--- src/hett_pkg.sv ---
// Shared types and constants for the expert heat tier table.
// Used by the controller, the datapath and the top level; depends on nothing.
`default_nettype none

package hett_pkg;

	// Opcodes carried in the input tuser field.
	localparam logic [1:0] OP_RECORD = 2'd0;
	localparam logic [1:0] OP_QUERY  = 2'd1;
	localparam logic [1:0] OP_DECAY  = 2'd2;
	localparam logic [1:0] OP_CLEAR  = 2'd3;

	// Tier codes of a result.
	localparam logic [1:0] TIER_COLD = 2'd0;
	localparam logic [1:0] TIER_WARM = 2'd1;
	localparam logic [1:0] TIER_HOT  = 2'd2;

	// Configuration register indexes.
	localparam logic REG_HOT  = 1'b0;
	localparam logic REG_WARM = 1'b1;

	localparam int CNT_W    = 32;
	localparam int FACTOR_W = 9;
	localparam int IN_W     = 24;
	localparam int OUT_W    = 40;

	localparam logic [CNT_W-1:0]    COUNT_MAX   = '1;
	localparam logic [FACTOR_W-1:0] FACTOR_ONE  = 9'd256;
	localparam logic [CNT_W-1:0]    HOT_RESET   = 32'd100;
	localparam logic [CNT_W-1:0]    WARM_RESET  = 32'd10;

	// Commands from the controller to the datapath.
	typedef struct packed {
		logic accept;     // item taken: latch it and read its counter
		logic walk_issue; // read the entry under the walk pointer
		logic walk_zero;  // the issued entry is written with zero
		logic rmw_done;   // finish a record or query and load its result
		logic walk_done;  // load the zero result of a decay or clear
	} cmd_t;

	// Status from the datapath to the controller.
	typedef struct packed {
		logic [1:0] op;        // opcode of the held item
		logic       walk_last; // walk pointer is at the last entry
		logic       out_free;  // output register can take a word
		logic       wr_pend;   // a walk write is still in flight
	} status_t;

endpackage

`default_nettype wire

--- src/hett_ctrl.sv ---
// Controller state machine of the expert heat tier table.
// Depends on hett_pkg for the command and status structs and opcodes.
`default_nettype none

module hett_ctrl (
	input  wire logic             clk,
	input  wire logic             arst_n,
	input  wire logic             s_tvalid,
	input  wire logic [1:0]       s_op,
	output logic                  s_tready,
	input  wire hett_pkg::status_t sts,
	output hett_pkg::cmd_t        cmd
);

	typedef enum logic [5:0] {
		ST_INIT   = 6'b000001,
		ST_SETTLE = 6'b000010,
		ST_IDLE   = 6'b000100,
		ST_RMW    = 6'b001000,
		ST_WALK   = 6'b010000,
		ST_DONE   = 6'b100000
	} state_t;

	state_t state_q, state_d;

	assign s_tready = (state_q == ST_IDLE);

	always_comb begin
		state_d        = state_q;
		cmd            = '0;
		unique case (state_q)
			ST_INIT: begin
				// Clearing pass after reset.
				cmd.walk_issue = 1'b1;
				cmd.walk_zero  = 1'b1;
				if (sts.walk_last) begin
					state_d = ST_SETTLE;
				end
			end
			ST_SETTLE: begin
				state_d = ST_IDLE;
			end
			ST_IDLE: begin
				if (s_tvalid) begin
					cmd.accept = 1'b1;
					if (s_op == hett_pkg::OP_RECORD || s_op == hett_pkg::OP_QUERY) begin
						state_d = ST_RMW;
					end else begin
						state_d = ST_WALK;
					end
				end
			end
			ST_RMW: begin
				if (sts.out_free) begin
					cmd.rmw_done = 1'b1;
					state_d      = ST_IDLE;
				end
			end
			ST_WALK: begin
				cmd.walk_issue = 1'b1;
				cmd.walk_zero  = (sts.op == hett_pkg::OP_CLEAR);
				if (sts.walk_last) begin
					state_d = ST_DONE;
				end
			end
			ST_DONE: begin
				if (sts.out_free) begin
					cmd.walk_done = 1'b1;
					state_d       = ST_IDLE;
				end
			end
			default: begin
				state_d = ST_INIT;
			end
		endcase
	end

	always_ff @(posedge clk or negedge arst_n) begin
		if (!arst_n) begin
			state_q <= ST_INIT;
		end else begin
			state_q <= state_d;
		end
	end

endmodule

`default_nettype wire

--- config.mk ---
export PLATFORM = sky130hd
export DESIGN_NAME = hett_ctrl
export DESIGN_NICKNAME = d
export VERILOG_FILES = /design/src/hett_pkg.sv /design/src/hett_ctrl.sv
export SDC_FILE = /design/constraint.sdc
export NUM_CORES = 1
export LEC_CHECK = 0
export BUFFER_PORTS_ARGS = -buffer_cell sky130_fd_sc_hd__buf_2
export CORE_AREA = 2 2 39 41
export CTS_BUF_LIST = sky130_fd_sc_hd__clkbuf_4
export CTS_CLUSTER_DIAMETER = 150
export DETAILED_ROUTE_END_ITERATION = 8
export DIE_AREA = 0 0 41 43
export GPL_TIMING_DRIVEN = 0
export HOLD_SLACK_MARGIN = 0.12
export SKIP_LAST_GASP = 1
export SLEW_MARGIN = 20
export SYNTH_ARGS = -nofsm -noshare
export SYNTH_HDL_FRONTEND = slang
export SYNTH_SLANG_ARGS = --single-unit
--- constraint.sdc ---
create_clock -name clk -period 2.85 [get_ports clk]
set_input_delay 0.285 -clock clk [delete_from_list [all_inputs] [get_ports clk]]
set_output_delay 0.285 -clock clk [all_outputs]
set_load 0.05 [all_outputs]
==> summary.txt, run 1 <==
Synthesis
  – #FFs+latches synth: 6
  – Synth top area cells: dfrtp_1 30%, dfstp_2 6.4%, nand2_1 6.4%
  – Top cell type's share of synthesized area: 30.3%
  – Mapped Area: 413 um^2
  – Largest area contributor in the netlist: dfrtp_1
  – Seq/Total Area, Yosys: 36.7%
  – Fraction of registers with async set/reset: 100%
  – Synth cell types: 28
  – Synth Area per Inst: 8.98 um^2
  – Mapped Nets: 56
  – Post-synth EDFFs: 0
  – Yosys warns: 0
  – Post-Syn Instances: 46
  – Commonest register cell after synthesis: dfrtp_1

Global route
  – Wire length of the first global-routing pass: 1500 um
  – Vias in the first global route: 315
  – GRT met1 Usage: 19.9%
  – Routing usage on met2: 14.4%
  – GRT Residual Overflow: 0
  – Gr busiest metal: met1
  – GRT met3 Usage: 4.71%
  – Pin count of the biggest net entering global routing: 9
  – All-Layer GR Usage: 13.2%
  – Initial antenna violation count: 0

Routing
  – DRC violation count after routing: 0
  – Via count: 395
  – WL final: 959 um
  – ANT nets after route: 0
  – Pre-antenna DRT Iters: 4
  – Number of DRC markers in iteration 0: 16
  – Vias/cell: 4.94
  – Wirelength per Cell: 12.0 um

Critical path
  – CP Buf/Inv Count: 1
  – Reg-to-reg endpoint: state_q[3]$_DFFE_PN0P_
  – Worst R2R Start: state_q[4]$_DFFE_PN0P_
  – Crit-path leading delay family: simple AND/OR/NAND/NOR gates
  – Worst-path cell chain: or2_2 > nor3b_1 > nand2_1 > o21ai_0 > buf_2
  – Worst endpoint data arrival time: 1.79 ns
  – Max FO, Critical Path: 7
  – Kind of start point of the critical path: flip-flop
  – Setup CP Type: flip-flop to output pin
  – Max incr delay on CP: 0.46 ns
  – Critical path data required time: 2.57 ns
  – Worst R2R Setup Slack: 1.41 ns
  – Reg2reg path depth: 4
  – Crit path max-delay cell type: dfrtp_1
  – Worst Setup End Kind: output pin

Cells and area
  – Share of cells above drive strength 1: 39.1%
  – Largest register FFs: 6
  – Nets@finish: 75
  – Diodes inserted: 0
  – Fin cells: 80
  – Layout Area Growth over Synthesis: 30.3%
  – Top Registers: state_q: 6 flops
  – Cell area after layout: 538 um^2
  – Most flop-heavy register: state_q

Floorplanning
  – Initial Util: 29.8%
  – # IOs: 16
  – Die Wd: 41 um
  – Die area: 1760 um^2
  – Rows: 14
  – Die Height: 43 um
  – Core area: 1380 um^2

Timing
  – TNS Setup: 0 ns
  – Hold_ws: 0.228 ns
  – Unrepaired setup endpoints after global routing: false
  – Fin crit period: 2.07 ns
  – Final number of setup-violating endpoints: 0
  – Period utilization: 72.7%
  – Skew final: 0.00956 ns
  – Hold Violations, Final: 0
  – Worst slew pin tran: 0.266 ns
  – Max Clock Freq: 0.483 GHz
  – Relative slew slack: 82.0%
  – Final Max Slew Viols: 0

Clocking
  – Deepest clock path buffer count: 2
  – CTS tree: built
  – H-Tree Depth: 1
  – Clock transition at the registers of the reported paths: 0.04 ns
  – Clock buffer count from CTS: 3
  – CTS Root Cell: clkbuf_4
  – Worst skew pair latency: 0.25 ns
  – Clock sinks: 6

Placed design
  – Placement-stage cell area: 498 um^2
  – Placed insts: 75
  – GP Congestion: 0.734
  – PortBufs: 13
  – Dpl hpwl: 719 um

Power
  – P_leak: 0.271 nW
  – Max rail drop VDD: 333 uV
  – Power per Cell Area: 975 nW/um^2

Min path
  – Hold endpoint: state_q[3]$_DFFE_PN0P_
  – Worst Hold Launch: s_op[1]
  – Type of the most critical hold path: primary input to flip-flop
  – Worst hold stages: 2

Job
  – Max Cap Viol: 0

Status
  – Status: complete, no violations
[cell usage after synthesis (2+ instances only)]
cell       number
inv_1           3
o2bb2ai_1       2
nor2_1          4
o21ai_0         2
dfrtp_1         5
nand2_1         7
nor3_1          2
[through the flow]
| stage | power (mW) | setup slack, ns | util [%] |
|---|---|---|---|
| global route | 0.562 | 0.618 | 38.9 |
| CTS | 0.528 | 0.753 | 38.9 |
| finish | 0.525 | 0.778 | 38.9 |
| global placement | 0.423 | 1.05 | 36.0 |
| detailed placement | 0.425 | 1.03 | 36.0 |
| floorplan | 0.367 | 0.179 | - |
[layer usage]
metal  part of all wire, %  vias to the layer above
met3                   5.5                        2
met2                    42                       13
met4                   1.3                        0
li1                      -                      199
met5                     0                        -
met1                    51                      181
[cell families (layout without fill, tap and decap cells)]
kind of cell | count (synthesis) | in the layout | synth area share, %
AO/OA/AOI/OAI | 8 | 8 | 13.6
buffers and inverters | 4 | 22 | 3.94
flip-flops | 6 | 6 | 36.7
XOR/XNOR | 2 | 2 | 6.06
AND/OR/NAND/NOR | 26 | 26 | 39.7
[timing repair]
action,4_1_cts,5_1_grt
hold endpoints to repair,6,0
setup buffers,0,0
hold buffers,1,0
resized for setup,0,0
[cell type report]
type	count	area, um^2
fill	148	846
multi-input combinational	36	245
sequential	6	151
timing repair buffer	14	75.1
clock buffer	4	30.0
tap	16	20.0
inverter	3	11.3
buffer	1	5.00
[cell usage in the layout, fill, tap and decap left out, types with 2 or more instances in the layout]
cell and n:
o2bb2ai_1 2, buf_2 13, dfrtp_1 5, nor2_1 4, o21ai_0 2, clkbuf_4 4, nor3_1 2, nand2_1 7
inv_1 3
[power breakdown]
part / internal [mW] / leakage (nW) / switching [mW]
Combinational: 0.0980 / 0.173 / 0.185
Clock: 0.0628 / 0.0184 / 0.0345
Sequential: 0.113 / 0.0786 / 0.0312
[worst max-delay path by stage]
stage / end / from / depth (start not counted) / slack (ns)
after floorplan: cmd[0] / state_q[3]$_DFFE_PN0P_ / 2 / 0.18
after global placement: cmd[2] / state_q[3]$_DFFE_PN0P_ / 5 / 1.05
after detailed placement: cmd[2] / state_q[3]$_DFFE_PN0P_ / 5 / 1.03
after CTS: cmd[2] / state_q[3]$_DFFE_PN0P_ / 5 / 0.75
after global routing: cmd[2] / state_q[3]$_DFFE_PN0P_ / 5 / 0.62
final: cmd[2] / state_q[3]$_DFFE_PN0P_ / 5 / 0.78
[worst reg2reg max path, cell delays in order (launching register included)]
cell	delay, ns
dfrtp_1	0.45
or4_4	0.52
nor3_4	0.23
nand2_1	0.10
o21ai_2	0.06
(Power assumes the default switching activity.)
==> run 2: changes to the inputs <==
clock period = 1.7 ns   (was 2.85 ns; I/O delays follow)
==> run 2 against run 1 <==
Net effect:
- critical path depth unchanged
- combinational power increased by 120%
- die area unchanged
- setup slack got worse by 0.75 ns
- total power increased by 97%
- clock-buffer cell count unchanged
- critical endpoint unchanged
- largest cell class unchanged
- highest routed layer unchanged
==> summary.txt, run 2 (same netlist as run 1, synthesis figures left out) <==
Routing
  – Number of DRC markers in iteration 0: 5
  – Pre-antenna DRT Iters: 4
  – ANT nets after route: 0
  – DRC violation count after routing: 0
  – Via count: 455
  – WL final: 1100 um
  – Vias/cell: 5.11
  – Wirelength per Cell: 12.3 um

Cells and area
  – Most flop-heavy register: state_q
  – Share of cells above drive strength 1: 60.3%
  – Top Registers: state_q: 6 flops
  – Layout Area Growth over Synthesis: 61.2%
  – Largest register FFs: 6
  – Commonest non-fill, non-tap cell in the layout: buf_4
  – Fin cells: 89
  – Final core utilization: 48.1%
  – Most frequent cells in the layout: 10 x buf_4, 9 x buf_2, 6 x nand2_1, 5 x clkbuf_4, 3 x dfrtp_1
  – Diodes inserted: 0
  – Fillers: 141
  – Nets@finish: 84

Job
  – Max Cap Viol: 0

Global route
  – Vias in the first global route: 413
  – All-Layer GR Usage: 14.7%
  – Pin count of the biggest net entering global routing: 9
  – GRT Residual Overflow: 0
  – Wire length of the first global-routing pass: 1730 um
  – Initial antenna violation count: 0

Placed design
  – Dpl hpwl: 679 um
  – GP Congestion: 0.770
  – PortBufs: 13
  – Placed insts: 75

Power
  – Pwr Total: 1.03 mW
  – Power per Cell Area: 1550 nW/um^2
  – Max rail drop VDD: 899 uV
  – P_leak: 0.307 nW

Floorplanning
  – Die area: 1760 um^2
  – Core area: 1380 um^2
  – # IOs: 16
  – Rows: 14
  – Initial Util: 29.8%
  – Die Wd: 41 um
  – Die Height: 43 um

Critical path
  – Worst Setup End Kind: output pin
  – Crit-path leading delay family: simple AND/OR/NAND/NOR gates
  – Worst endpoint data arrival time: 1.50 ns
  – Setup CP Type: flip-flop to output pin
  – Kind of start point of the critical path: flip-flop
  – Worst-path cell chain: or2_4 > nor3b_2 > nand2_1 > o21ai_2 > buf_6
  – Critical path data required time: 1.53 ns
  – CP Buf/Inv Count: 1
  – Crit path max-delay cell type: dfrtp_1
  – Max FO, Critical Path: 2
  – Max incr delay on CP: 0.39 ns

Timing
  – Max Clock Freq: 0.600 GHz
  – Period utilization: 98.1%
  – TNS Setup: 0 ns
  – Skew final: 0.00557 ns
  – Fin crit period: 1.67 ns
  – Final Max Slew Viols: 0
  – Worst slew pin tran: 0.312 ns
  – Hold_ws: 0.138 ns
  – Relative slew slack: 79.2%
  – Unrepaired setup endpoints after global routing: true
  – Final number of setup-violating endpoints: 0
  – Hold Violations, Final: 0

Clocking
  – Clock sinks: 6
  – Clock buffer count from CTS: 3
  – CTS Root Cell: clkbuf_4
  – CTS tree: built
  – Deepest clock path buffer count: 2
  – Clock transition at the registers of the reported paths: 0.05 ns
  – H-Tree Depth: 1
  – Worst skew pair latency: 0.25 ns

Min path
  – Type of the most critical hold path: primary input to flip-flop

Status
  – Status: complete, no violations
[run 2: final cells by class]
cell class,instances,area (um^2),area share (%)
clock buffer,4,30.0,4.51
timing repair buffer,24,170,25.6
multi-input combinational,36,277,41.5
tap,16,20.0,3.01
inverter,3,15.0,2.26
sequential,6,154,23.1
[run 2: where the power goes]
group / internal [mW] / total (mW) / switching [mW]
Sequential: 0.190 / 0.239 / 0.0488
Clock: 0.105 / 0.164 / 0.0586
Combinational: 0.273 / 0.629 / 0.357
[run 2: repair_timing]
action                                  CTS  global route
endpoints found under the setup margin    4             6
endpoints found under the hold margin     7             0
resized for setup                         8             5
hold buffers                              2             0
cloned                                    0             0
pin swaps                                 1             4
setup buffers                             6             3
[run 2: worst paths after layout]
kind / start / endpoint / slack (ns) / depth (start not counted)
worst min register to register: state_q[0]$_DFFE_PN1P_ / state_q[1]$_DFFE_PN0P_ / 0.62 / 2
worst max-delay path: state_q[2]$_DFFE_PN0P_ / cmd[2] / 0.03 / 5
worst max register to register: state_q[2]$_DFFE_PN0P_ / state_q[5]$_DFFE_PN0P_ / 0.15 / 6
max in group asynchronous: arst_n / state_q[0]$_DFFE_PN1P_ / 1.23 / 2
min in group asynchronous: arst_n / state_q[1]$_DFFE_PN0P_ / 0.26 / 2
worst min-delay path: sts[2] / state_q[4]$_DFFE_PN0P_ / 0.14 / 2
[run 2: worst reg2reg max path: cells and delay by family (launching register included)]
kind	cells	cell delay (ns)
AND/OR/NAND/NOR	3	0.72
flip-flops	1	0.39
buffers and inverters	2	0.28
AO/OA/AOI/OAI	1	0.08
[run 2: through the flow]
| stage | area, um^2 | worst slack [ns] |
|---|---|---|
| after global routing | 666 | -0.0479 |
| after CTS | 631 | -0.0222 |
| after global placement | 518 | 0.0137 |
| after floorplan | 433 | -0.168 |
| after detailed placement | 518 | 0.0256 |
| final | 666 | 0.0321 |
[run 2: per-layer routing]
layer | share of wire [%] | up-vias | GRT usage, %
li1 | - | 223 | -
met1 | 44 | 216 | 17.2
met2 | 50 | 13 | 23.4
met3 | 4.5 | 3 | 4.71
met4 | 1.5 | 0 | 6.00
met5 | 0 | - | 0
